**src/rtl/core/ordered_array_table_engine_assert.svh**
```systemverilog
// assertion macros for the table engine rtl
`ifndef ORDERED_ARRAY_TABLE_ENGINE_ASSERT_SVH
`define ORDERED_ARRAY_TABLE_ENGINE_ASSERT_SVH

// same-cycle implication, disabled during reset
`define OATE_ASSERT_IMP(lbl, ante, cons, msg) \
  lbl: assert property (@(posedge clk) disable iff (!rst_n) (ante) |-> (cons)) \
    else $error(msg);

// next-cycle implication, disabled during reset
`define OATE_ASSERT_NXT(lbl, ante, cons, msg) \
  lbl: assert property (@(posedge clk) disable iff (!rst_n) (ante) |=> (cons)) \
    else $error(msg);

`endif

```
**src/rtl/core/oate_pkg.sv**
```systemverilog
// shared types and constants of the ordered table engine
package oate_pkg;

  localparam int DEPTH = 128;
  localparam int IDX_W = (DEPTH > 1) ? $clog2(DEPTH) : 1;
  localparam int CNT_W = $clog2(DEPTH + 1);
  localparam int OP_W  = 3;
  localparam int POS_W = 8;
  localparam int VAL_W = 32;
  localparam int CMP_W = ((CNT_W > POS_W) ? CNT_W : POS_W) + 1;

  localparam logic [OP_W-1:0] OP_APPEND = 3'd0;
  localparam logic [OP_W-1:0] OP_SEARCH = 3'd1;
  localparam logic [OP_W-1:0] OP_INSERT = 3'd2;
  localparam logic [OP_W-1:0] OP_DELETE = 3'd3;
  localparam logic [OP_W-1:0] OP_WRITE  = 3'd4;
  localparam logic [OP_W-1:0] OP_READ   = 3'd5;

  typedef logic signed [VAL_W-1:0] word_t;

  typedef enum logic [1:0] {
    ST_OK     = 2'd0,
    ST_BADPOS = 2'd1,
    ST_FULL   = 2'd2,
    ST_EMPTY  = 2'd3
  } status_t;

  typedef enum logic {
    S_IDLE = 1'b0,
    S_DONE = 1'b1
  } state_t;

  // per-cell controls for one beat
  typedef struct packed {
    logic load_val;   // take the broadcast value
    logic take_prev;  // shift up: take left neighbor
    logic take_next;  // shift down: take right neighbor
    logic live;       // cell holds a valid entry and a search is running
    logic sample;     // capture compare result
    logic rd_sel;     // drive entry onto the read bus
  } cell_ctl_t;

endpackage

```
**src/rtl/core/oate_cell.sv**
```systemverilog
// one table cell: holds an entry, shifts with its neighbors, compares
module oate_cell
  import oate_pkg::*;
(
  input  logic      clk,
  input  cell_ctl_t ctl,
  input  word_t     val,
  input  word_t     prev_data,
  input  word_t     next_data,
  output word_t     data,
  output word_t     rd_data,
  output logic      hit
);

  word_t entry_r;
  word_t entry_nxt;
  logic  hit_r;

  always_comb begin
    entry_nxt = entry_r;
    if (ctl.load_val) begin
      entry_nxt = val;
    end else if (ctl.take_prev) begin
      entry_nxt = prev_data;
    end else if (ctl.take_next) begin
      entry_nxt = next_data;
    end
  end

  always_ff @(posedge clk) begin
    entry_r <= entry_nxt;
    if (ctl.sample) begin
      hit_r <= ctl.live && (entry_r == val);
    end
  end

  assign data    = entry_r;
  assign rd_data = ctl.rd_sel ? entry_r : '0;
  assign hit     = hit_r;

endmodule

```
**config.mk**
```make
export PLATFORM = sky130hd
export DESIGN_NAME = oate_cell
export DESIGN_NICKNAME = d
export VERILOG_FILES = /design/src/rtl/core/ordered_array_table_engine_assert.svh /design/src/rtl/core/oate_pkg.sv /design/src/rtl/core/oate_cell.sv
export SDC_FILE = /design/constraint.sdc
export NUM_CORES = 1
export LEC_CHECK = 0
export CORE_MARGIN = 3
export CORE_UTILIZATION = 45
export CTS_BUF_LIST = sky130_fd_sc_hd__clkbuf_4 sky130_fd_sc_hd__clkbuf_8 sky130_fd_sc_hd__clkbuf_16
export CTS_CLUSTER_DIAMETER = 80
export CTS_CLUSTER_SIZE = 30
export DETAILED_ROUTE_END_ITERATION = 10
export DONT_BUFFER_PORTS = 1
export PLACE_DENSITY = 0.67
export SKIP_LAST_GASP = 1
export SYNTH_ARGS = -nofsm -noshare
export SYNTH_HDL_FRONTEND = slang
export SYNTH_SLANG_ARGS = --single-unit
```
**constraint.sdc**
```tcl
create_clock -name clk -period 3.3 [get_ports clk]
set_input_delay 0.33 -clock clk [delete_from_list [all_inputs] [get_ports clk]]
set_output_delay 0.33 -clock clk [all_outputs]
set_load 0.02 [all_outputs]
```
==> flow_summary.toml <==
[outcome]
status = "complete, no violations"

[critical_path]
crit_family = "simple AND/OR/NAND/NOR gates"
max_stage_delay_ps = 510
worstReg2RegEnd = "hit"
reg2reg_depth = 4
startpoint_type = "flop"
path_class = "reg -> reg"
r2r_start = "data[12]"
path_cells = "xor2_1, nor4_1, nand3_1, nor3_2"
cp-end-kind = "flop"
reg2reg_slack_ps = 1730
crit_slowest_cell = "edfxtp_1"
cp_data_arrival_time_ps = 1700
worstPathMaxFanout = 3
critPathBufInv = 0
required_ps = 3430

[synth]
ys_types = 16
yosys-top-cells-count = "edfxtp_1, and2_1, mux2i_1, nand2_1, o21ai_0"
async_flop_share_pct = 0
synth-seq-cells = 33
synth_top_cell_by_area = "edfxtp_1"
syn_nets = 323
synth_area_leaders = "edfxtp_1, mux2i_1, xor2_1, and2_1, o21ai_0"
synth_edf_count = 33
synth-main-ff-cell = "edfxtp_1"
synthCells = 220
yosysMostFrequentCell = "edfxtp_1"
synth_seq_area_share_pct = 44.64
yosys_warnings = 0
synth_area_um2 = 2220
synth_top_area_share_pct = 44.64
syn_area_per_cell_um2 = 10.09

[route]
drt_pass1_iterations = 4
drtAntennaViolNets = 0
vias = 1543
wl_per_cell_um = 19.86
drtIter0Drc = 62
via_per_inst = 5.511
drcViolationCount = 0
drt_wl_total_mm = 5.560

[run]
max-cap-violations = 0

[sta]
finalCritPeriodShare_pct = 47.52
max_freq_ghz = 0.6377
slew_viol_final = 0
rsz0062_at_grt = "no"
worstMarginPinSlew_ps = 430.5
finalWorstPathRequiredPeriod_ps = 1568
skew_ps = 3.871
setup-tns-final_ps = 0
setup_violations = 0
slew_headroom_pct = 71.30
hold_viol_final = 0

[cts]
hold_buffers = 0
cts_sinks = 33
cts_resized = 0
clk_path_buf_depth = 2
cts_inserted_buffers = 5
tritoncts = "built"
root_buffer = "clkbuf_8"
postCtsSetupRepairBufs = 0
path_clk_slew_ps = 70
clock_latency_ps = 280
htreeDepth = 2

[die]
ios = 168
fp-row-count = 24
die_area_um2 = 5811
initial_core_util_pct = 48.63
coreArea_um2 = 4564
die-height_um = 76.23
die_w_um = 76.23

[layout]
drive_above_1_share_pct = 4.651
multi_input_area_um2 = 1162
n_antenna_cell = 0
fillCellCount = 446
utilization_pct = 51.12
fin_nets = 317
seqCellArea_um2 = 991.0
syn_to_final_growth_pct = 5.130

[pwr]
vdd_drop_max_v = 0.0002358
p_leak_nw = 0.9357
power.density_nw_per_um2 = 479.6

[global_route]
grt_max_degree = 66
grt_pass1_wl_mm = 8.500
grt_util_all_layers_pct = 18.68
grt_antenna_before_repair = 0
grt_pass1_vias = 1526
overflow = 0

[placement]
gp_congestion = 0.7511
dpl.hpwl_mm = 4.246
portBuffers = 0

[min_path]
hold_depth = 0
hold_path_class = "in -> reg"
hold_start = "ctl[1]"
min_to = "hit"
==> state kept, by name, summed over array words and instances, names as in the netlist <==
register  count
data         32
hit           1
==> worst max path at each step <==
stage	cells past startpoint	end	slack, ps	start
final	4	hit	1730	data[12]
after global routing	4	hit	1630	data[20]
after CTS	4	hit	1710	data[14]
after detailed placement	4	hit	1730	data[20]
after global placement	4	hit	1720	data[30]
after floorplan	2	data[0]	1650	ctl[4]
==> layout by cell type, fill, tap and decap left out, types with 2 or more instances in the layout <==
| cell type | netlist | final |
|---|---|---|
| nor4_1 | 7 | 7 |
| edfxtp_1 | 33 | 33 |
| clkbuf_8 | 0 | 5 |
| clkbuf_4 | 0 | 3 |
| mux2i_1 | 32 | 32 |
| o21ai_0 | 32 | 32 |
| xor2_1 | 31 | 31 |
| nand2_1 | 32 | 32 |
| and2_1 | 32 | 32 |
| nand3_1 | 2 | 2 |
==> worst reg2reg max path, stage by stage (launching register included) <==
cell,delay [ps]
edfxtp_1,510
xor2_1,190
nor4_1,350
nand3_1,200
nor3_2,170
==> report_power, final <==
part	leakage, nW	internal (W)	switching [W]	total (W)
sequential	0.349	0.000521	0.000105	0.000626
clock	0.0498	0.000174	0.000140	0.000314
combinational	0.537	0.0000751	0.000104	0.000179
==> per-stage QoR <==
step	hold WS, ps	std cells	instance area, um2	total power, W	worst slack (ps)
after floorplan	442.5	220	2220	0.0007975	1648
after global placement	442.9	272	2242	0.0008172	1719
after detailed placement	442.9	272	2242	0.0008204	1735
after CTS	146.9	280	2333	0.001134	1713
after global routing	135.6	280	2333	0.001179	1632
final	157.9	280	2333	0.001119	1732
==> layout make-up <==
class / instances / area share (%)
Multi-Input combinational cell: 173 / 49.81
Clock buffer: 8 / 3.914
Timing Repair Buffer: 1 / 0.3217
Tap cell: 65 / 3.485
Sequential cell: 33 / 42.47
==> cell families (layout without fill, tap and decap cells) <==
group | count (synthesis) | after routing | synth area share [%]
compound gates | 32 | 32 | 7.215
xor+xnor | 32 | 32 | 12.63
buf+inv | 14 | 9 | 2.987
flops | 33 | 33 | 44.64
mux | 32 | 32 | 14.43
simple gates | 77 | 77 | 18.09
==> per-layer routing <==
layer	track usage, %	wire length (um)	vias up
li1	-	-	754
met1	21.41	2239	684
met2	31.90	2689	100
met3	8.038	578	5
met4	4.891	53	0
met5	0	0	-
(Power assumes the default switching activity.)
