**src/rtl/core/ordered_array_table_engine_assert.svh**
```systemverilog
// assertion macros for the table engine rtl
`ifndef ORDERED_ARRAY_TABLE_ENGINE_ASSERT_SVH
`define ORDERED_ARRAY_TABLE_ENGINE_ASSERT_SVH

// same-cycle implication, disabled during reset
`define OATE_ASSERT_IMP(lbl, ante, cons, msg) \
  lbl: assert property (@(posedge clk) disable iff (!rst_n) (ante) |-> (cons)) \
    else $error(msg);

// next-cycle implication, disabled during reset
`define OATE_ASSERT_NXT(lbl, ante, cons, msg) \
  lbl: assert property (@(posedge clk) disable iff (!rst_n) (ante) |=> (cons)) \
    else $error(msg);

`endif

```
**src/rtl/core/oate_pkg.sv**
```systemverilog
// shared types and constants of the ordered table engine
package oate_pkg;

  localparam int DEPTH = 128;
  localparam int IDX_W = (DEPTH > 1) ? $clog2(DEPTH) : 1;
  localparam int CNT_W = $clog2(DEPTH + 1);
  localparam int OP_W  = 3;
  localparam int POS_W = 8;
  localparam int VAL_W = 32;
  localparam int CMP_W = ((CNT_W > POS_W) ? CNT_W : POS_W) + 1;

  localparam logic [OP_W-1:0] OP_APPEND = 3'd0;
  localparam logic [OP_W-1:0] OP_SEARCH = 3'd1;
  localparam logic [OP_W-1:0] OP_INSERT = 3'd2;
  localparam logic [OP_W-1:0] OP_DELETE = 3'd3;
  localparam logic [OP_W-1:0] OP_WRITE  = 3'd4;
  localparam logic [OP_W-1:0] OP_READ   = 3'd5;

  typedef logic signed [VAL_W-1:0] word_t;

  typedef enum logic [1:0] {
    ST_OK     = 2'd0,
    ST_BADPOS = 2'd1,
    ST_FULL   = 2'd2,
    ST_EMPTY  = 2'd3
  } status_t;

  typedef enum logic {
    S_IDLE = 1'b0,
    S_DONE = 1'b1
  } state_t;

  // per-cell controls for one beat
  typedef struct packed {
    logic load_val;   // take the broadcast value
    logic take_prev;  // shift up: take left neighbor
    logic take_next;  // shift down: take right neighbor
    logic live;       // cell holds a valid entry and a search is running
    logic sample;     // capture compare result
    logic rd_sel;     // drive entry onto the read bus
  } cell_ctl_t;

endpackage

```
**src/rtl/core/oate_first_hit.sv**
```systemverilog
// log-depth first-set finder over the cell hit flags
module oate_first_hit
  import oate_pkg::*;
(
  input  logic [DEPTH-1:0] hit,
  output logic             any,
  output logic [IDX_W-1:0] idx
);

  localparam int NP = 1 << IDX_W;

  logic             v_l [IDX_W+1][NP];
  logic [IDX_W-1:0] i_l [IDX_W+1][NP];

  always_comb begin
    for (int l = 0; l <= IDX_W; l++) begin
      for (int k = 0; k < NP; k++) begin
        v_l[l][k] = 1'b0;
        i_l[l][k] = '0;
      end
    end
    for (int k = 0; k < NP; k++) begin
      if (k < DEPTH) begin
        v_l[0][k] = hit[k];
      end
      i_l[0][k] = IDX_W'(k);
    end
    // lower index wins at each pair
    for (int l = 0; l < IDX_W; l++) begin
      for (int k = 0; k < NP / 2; k++) begin
        if (k < (NP >> (l + 1))) begin
          v_l[l+1][k] = v_l[l][2*k] || v_l[l][2*k+1];
          i_l[l+1][k] = v_l[l][2*k] ? i_l[l][2*k] : i_l[l][2*k+1];
        end
      end
    end
  end

  assign any = v_l[IDX_W][0];
  assign idx = i_l[IDX_W][0];

endmodule

```
**config.mk**
```make
export PLATFORM = sky130hd
export DESIGN_NAME = oate_first_hit
export DESIGN_NICKNAME = d
export VERILOG_FILES = /design/src/rtl/core/ordered_array_table_engine_assert.svh /design/src/rtl/core/oate_pkg.sv /design/src/rtl/core/oate_first_hit.sv
export SDC_FILE = /design/constraint.sdc
export NUM_CORES = 1
export LEC_CHECK = 0
export BUFFER_PORTS_ARGS = -buffer_cell sky130_fd_sc_hd__buf_2
export CAP_MARGIN = 10
export CORE_MARGIN = 1.5
export CORE_UTILIZATION = 35
export DETAILED_ROUTE_END_ITERATION = 10
export GPL_TIMING_DRIVEN = 0
export PLACE_DENSITY_LB_ADDON = 0.15
export RECOVER_POWER = 100
export SYNTH_ARGS = -nofsm -noshare
export SYNTH_HDL_FRONTEND = slang
export SYNTH_SLANG_ARGS = --single-unit
```
**constraint.sdc**
```tcl
create_clock -name vclk -period 3.9
set_clock_uncertainty 0.05 [all_clocks]
set_input_delay 1.17 -clock vclk [all_inputs]
set_output_delay 1.17 -clock vclk [all_outputs]
set_load 0.05 [all_outputs]
```
==> flow_summary.yaml, run 1 <==
synth:
  synth_area_per_cell_um2: 5.77
  synth_compound_area_share_pct: 45.6
  syn_inst: 249
  yosysTopAreaCellShare_pct: 12.5
  ys_seq_area_share_pct: 0
  netlist_top_cells_area: "nor2_1, or4_1, a21oi_1, nor4_1, o31ai_1"
  synth-xor-area-share_pct: 0
  synth-simple-area-share_pct: 46.9
  syn_area_mm2: 0.00144
  yosysUniqueCellTypes: 42
  synthMuxAreaShare_pct: 0
  postSynthNetCount: 377
  yosys.area.top_type: "nor2_1"
  synthAdderAreaFrac_pct: 0
  yosys_warnings: 0
  synth_top_family_by_area: "simple AND/OR/NAND/NOR gates"
detailed_routing:
  vias: 2491
  dr.pass1.iters: 4
  first_iter_violations: 41
  drt_wl_total_um: 5670
  wl_per_cell_um: 12.6
  vias_per_cell: 5.55
  antenna_left: 0
  remaining_drc_errors: 0
sta:
  fin_crit_sh_pct: 113
  holdWs_ns: 2.65
  finalCriticalPeriod_ns: 4.41
  tightestPinTransition_ns: 0.518
  drv_slew: 0
  rsz0062_at_grt: "true"
  finalWorstSetupSlack_ns: -0.506
  finalHoldViolCount: 0
  finalSetupViolCount: 8
  max_clock_freq_mhz: 227
  relSlewSlack_pct: 65.2
hold_path:
  min_path_cells: 4
  worstHoldStart: "hit[127]"
  holdPathEnd: "any"
  hold_path.class: "in2out"
die:
  die_h_um: 67.1
  dieArea_mm2: 0.00450
  start_util_pct: 36.2
  die_x_um: 67.1
  rows: 23
  io_pins: 136
  core-area_mm2: 0.00397
run_status:
  violations: "setup timing"
  outcome: "finished, violations left"
setup_path:
  crit_type: "in2out"
  crit_chain: "buf_6, or4_4, or2_4, or4_4, a31oi_4, o22ai_2, o22ai_4, buf_8"
  slowest_stage: "or4_4"
  cp.arrival_ns: 3.19
  crit_path_end_kind: "output port"
  path_max_fanout: 5
  required_ns: 2.68
  startpoint_type: "input port"
  max_stage_delay_ns: 0.53
  crit_path_frequent_cell: "or4_4"
cells_and_area:
  layoutNonFillerInstCount: 449
  nets: 529
  num_antenna_cells: 0
  syn2layout_area_growth_pct: 82.3
  post-route-cell-area_mm2: 0.00262
  ff_latch_area_um2: 0
  seq_cells: 0
  fill_cells: 359
  drive_gt1_share_pct: 47.4
  multi_input_area_mm2: 0.00156
  nClkBuffers: 0
global_routing:
  grt_pass1_wl_um: 8660
  track_usage_pct: 23.5
  grt_max_degree: 6
  grt_overflow_total: 0
  grt_antenna_before_repair: 0
  grt_pass1_vias: 2163
power_and_ir_drop:
  leakagePower_uw: 0.00118
  power.density_mw_per_mm2: 69.0
  peakVddDrop_mv: 0.0426
  design_power_total_uw: 181
placed_design:
  place_inst: 435
  dp_slack_ns: -0.785
  routabilityCongestion: 0.835
  port_buffers: 136
  placed_area_mm2: 0.00223
  hpwl_um: 4710
job:
  maxCapViolCount: 0
cts:
  postCtsHoldBufs: 0
## cell usage after synthesis
cell type	count
or4_1	18
inv_1	25
o311a_2	1
o41ai_1	1
a221oi_1	5
buf_6	1
o311a_1	1
o311ai_0	3
or3_1	3
a31oi_1	2
a311o_1	1
nand3_1	3
o21ai_0	11
o31a_1	1
a221o_2	1
o32ai_1	1
o211ai_1	2
nand4_1	5
or2_1	1
a41o_1	1
o21a_1	1
a21oi_1	25
a211oi_1	4
nand2b_1	3
o21bai_1	9
and3_1	4
clkbuf_1	1
nor2_1	48
o31ai_1	13
o2111ai_1	2
nor4_1	19
and2_1	3
a2111oi_0	1
nor2b_1	5
a311oi_1	2
nor4_2	1
a41oi_1	1
a22oi_1	1
nor3_1	7
o22ai_1	2
nand2_1	7
a21boi_0	3
## kinds of logic (layout without fill, tap and decap cells)
family,after synthesis,in the layout
and+or+nand+nor,127,127
AOI/OAI and AO/OA,95,95
buffers and inverters,27,177
## through the flow
| stage | TNS (ns) | util, % |
|---|---|---|
| after global routing | -3.31 | 65.9 |
| after floorplan | -3.67 | - |
| after detailed placement | -4.57 | 56.2 |
| final | -2.85 | 65.9 |
| after CTS | -3.10 | 63.0 |
| after global placement | -4.52 | 56.2 |
## worst max-delay path: cells and delay by family
kind | cells | cell delay, ns
buf+inv | 2 | 0.26
simple gates | 3 | 1.32
compound gates | 3 | 0.43
## repair_timing
item	4_1_cts	5_1_grt
pin swaps	17	3
buffers inserted	12	4
setup endpoints to repair	8	8
gates resized for setup	44	19
## worst max path at each step
stage	cells past startpoint	end	start
2_1_floorplan	7	any	hit[5]
3_3_place_gp	8	idx[1]	hit[57]
4_1_cts	8	idx[1]	hit[2]
5_1_grt	8	idx[1]	hit[2]
3_5_place_dp	8	idx[1]	hit[57]
6_report	8	idx[1]	hit[2]
## where the power goes
group          internal (µW)  total, µW  switching, µW  leakage (µW)
combinational           87.3        181           93.3       0.00118
clock                      0          0              0             0
sequential                 0          0              0             0
## per-layer routing
| metal | routed length [µm] | track usage, % | vias up |
|---|---|---|---|
| met5 | 0 | 0 | - |
| met4 | 47 | 2.55 | 0 |
| met3 | 341 | 1.52 | 6 |
| met2 | 2830 | 44.4 | 83 |
| met1 | 2440 | 29.4 | 1104 |
| li1 | - | - | 1298 |
## layout make-up
class	count	share of cell area, %
tap	50	2.39
multi-input combinational	222	59.6
inverter	25	3.58
timing repair buffer	152	34.4
## cell usage in the layout, fill, tap and decap left out, types with 2 or more instances in the layout
| cell | netlist | routed |
|---|---|---|
| buf_2 | 0 | 123 |
| buf_6 | 1 | 14 |
| buf_8 | 0 | 2 |
| o21bai_1 | 9 | 9 |
| or4_4 | 0 | 6 |
| nor2_1 | 48 | 44 |
| o31ai_1 | 13 | 11 |
| nor2_2 | 0 | 2 |
| buf_4 | 0 | 13 |
| nor4_4 | 0 | 4 |
| nand4_1 | 5 | 5 |
| o21ai_0 | 11 | 11 |
| nor4_1 | 19 | 14 |
| a221oi_1 | 5 | 5 |
| a211oi_1 | 4 | 2 |
| nor2b_1 | 5 | 5 |
| nor4_2 | 1 | 2 |
| inv_1 | 25 | 25 |
| o31ai_2 | 0 | 2 |
| and3_1 | 4 | 4 |
| and2_1 | 3 | 2 |
| o311ai_0 | 3 | 2 |
| nand2_1 | 7 | 6 |
| a211oi_2 | 0 | 2 |
| nand2b_1 | 3 | 3 |
| nor2_4 | 0 | 2 |
| nand3_1 | 3 | 3 |
| or3_1 | 3 | 2 |
| a21oi_1 | 25 | 24 |
| or4_1 | 18 | 12 |
| a21boi_0 | 3 | 2 |
| nor3_1 | 7 | 5 |
| o2111ai_2 | 0 | 2 |
| o211ai_1 | 2 | 2 |
No activity file was read; power rests on OpenSTA's default activity.
==> run 2: changes to the inputs <==
--- a/config.mk
+++ b/config.mk
@@ -8,6 +8,8 @@
 export BUFFER_PORTS_ARGS = -buffer_cell sky130_fd_sc_hd__buf_2
 export CAP_MARGIN = 10
+export CELL_PAD_IN_SITES_DETAIL_PLACEMENT = 0
+export CELL_PAD_IN_SITES_GLOBAL_PLACEMENT = 1
 export CORE_MARGIN = 1.5
-export CORE_UTILIZATION = 35
+export CORE_UTILIZATION = 21
 export DETAILED_ROUTE_END_ITERATION = 10
 export GPL_TIMING_DRIVEN = 0
==> constraint.sdc (replaced) <==
create_clock -name vclk -period 3.9
set_clock_uncertainty 0.05 [all_clocks]
set_input_delay 0.78 -clock vclk [all_inputs]
set_output_delay 0.78 -clock vclk [all_outputs]
set_load 0.05 [all_outputs]
==> flow_summary.yaml, run 2 (synthesis gave the netlist of run 1 again) <==
cells_and_area:
  drive_gt1_share_pct: 38.3
  nets: 514
  nClkBuffers: 0
  final_cell_mix: "buf_2, nor2_1, a21oi_1, inv_1, nor4_1"
  fill_cells: 749
  ff_latch_area_um2: 0
  seq_cells: 0
  num_antenna_cells: 0
  layoutNonFillerInstCount: 461
  final_common_cell: "buf_2"
  syn2layout_area_growth_pct: 58.3
  multi_input_area_mm2: 0.00139
global_routing:
  track_usage_pct: 15.2
  grt_antenna_before_repair: 0
  grt_pass1_vias: 2174
  grt_max_degree: 8
  grt_overflow_total: 0
  grt_pass1_wl_um: 9580
hold_path:
  hold_path.class: "in2out"
power_and_ir_drop:
  peakVddDrop_mv: 0.0251
  clkPwrFrac_pct: 0
  power_switching_share_pct: 52.0
  power_frac_comb_pct: 100.0
  leakagePower_uw: 0.00101
  switchingPower_uw: 84.3
  pwr-share-seq_pct: 0
  power.density_mw_per_mm2: 71.3
  p_int_uw: 77.7
setup_path:
  startpoint_type: "input port"
  crit_path_frequent_cell: "buf_6"
  crit_chain: "buf_2, or4_4, or2_1, buf_6, or4_1, a31oi_2, nor2_1, o22ai_2, buf_6"
  crit_path_end_kind: "output port"
  required_ns: 3.07
  crit_buf_inv: 3
  crit_type: "in2out"
  slowest_stage: "or4_4"
  path_max_fanout: 7
  max_stage_delay_ns: 0.54
  cp.arrival_ns: 2.96
  cp_top_family: "simple AND/OR/NAND/NOR gates"
detailed_routing:
  first_iter_violations: 69
  vias_per_cell: 5.19
  antenna_left: 0
  remaining_drc_errors: 0
  dr.pass1.iters: 5
  vias: 2394
  wl_per_cell_um: 12.9
  drt_wl_total_um: 5930
placed_design:
  port_buffers: 136
  dp_slack_ns: -0.107
  hpwl_um: 5370
  place_inst: 462
  routabilityCongestion: 0.791
die:
  core-area_mm2: 0.00649
  die_x_um: 85.7
  start_util_pct: 22.1
  rows: 29
  die_h_um: 85.7
  io_pins: 136
  dieArea_mm2: 0.00735
sta:
  relSlewSlack_pct: 57.9
  fin_crit_sh_pct: 97.2
  fin_setup_tns_ns: 0
  tightestPinTransition_ns: 0.634
  finalSetupViolCount: 0
  drv_slew: 0
  finalWorstSetupSlack_ns: 0.107
  holdWs_ns: 1.96
  rsz0062_at_grt: "false"
  finalHoldViolCount: 0
  max_clock_freq_mhz: 264
  finalCriticalPeriod_ns: 3.79
run_status:
  outcome: "completed"
cts:
  postCtsHoldBufs: 0
job:
  maxCapViolCount: 0
[run 2: changes by cell type in the layout (fill, tap and decap cells not counted), sizes merged]
cell,previous run,this run
buf,152,133
clkbuf,0,4
[run 2: repair_timing]
item	in CTS	in global routing
pin swaps	0	1
endpoints found under the hold margin	0	0
setup buffers	0	0
resized for setup	4	7
cloned	0	0
setup endpoints to repair	2	5
[run 2: routing by layer]
metal | GRT usage [%] | vias up | share of wire (%)
met5 | 0 | - | 0
met4 | 0 | 0 | 0
met3 | 1.54 | 0 | 6.7
met2 | 25.7 | 90 | 44
met1 | 22.3 | 1033 | 50
li1 | - | 1271 | -
[run 2: final timing paths]
path	slack [ns]	cells past startpoint	to	start
min	1.96	4	any	hit[127]
max	0.11	9	idx[1]	hit[5]
[run 2: layout make-up]
type,instances,area share (%)
buffer,1,0.495
timing repair buffer,136,30.2
tap,77,4.24
inverter,25,4.13
multi-input combinational,222,61.0
[run 2: power groups by stage]
stage	Clock (µW)	Sequential [µW]	Combinational [µW]
6_report	0	0	162
5_1_grt	0	0	184
4_1_cts	0	0	160
3_5_place_dp	0	0	159
3_3_place_gp	0	0	159
2_1_floorplan	0	0	57.2
[run 2: stage by stage]
stage	util [%]	total power (µW)	instance area [µm²]
floorplan	-	57.2	1450
global placement	34.3	159	2230
detailed placement	34.3	159	2230
CTS	34.5	160	2240
global route	35.0	184	2270
finish	35.0	162	2270
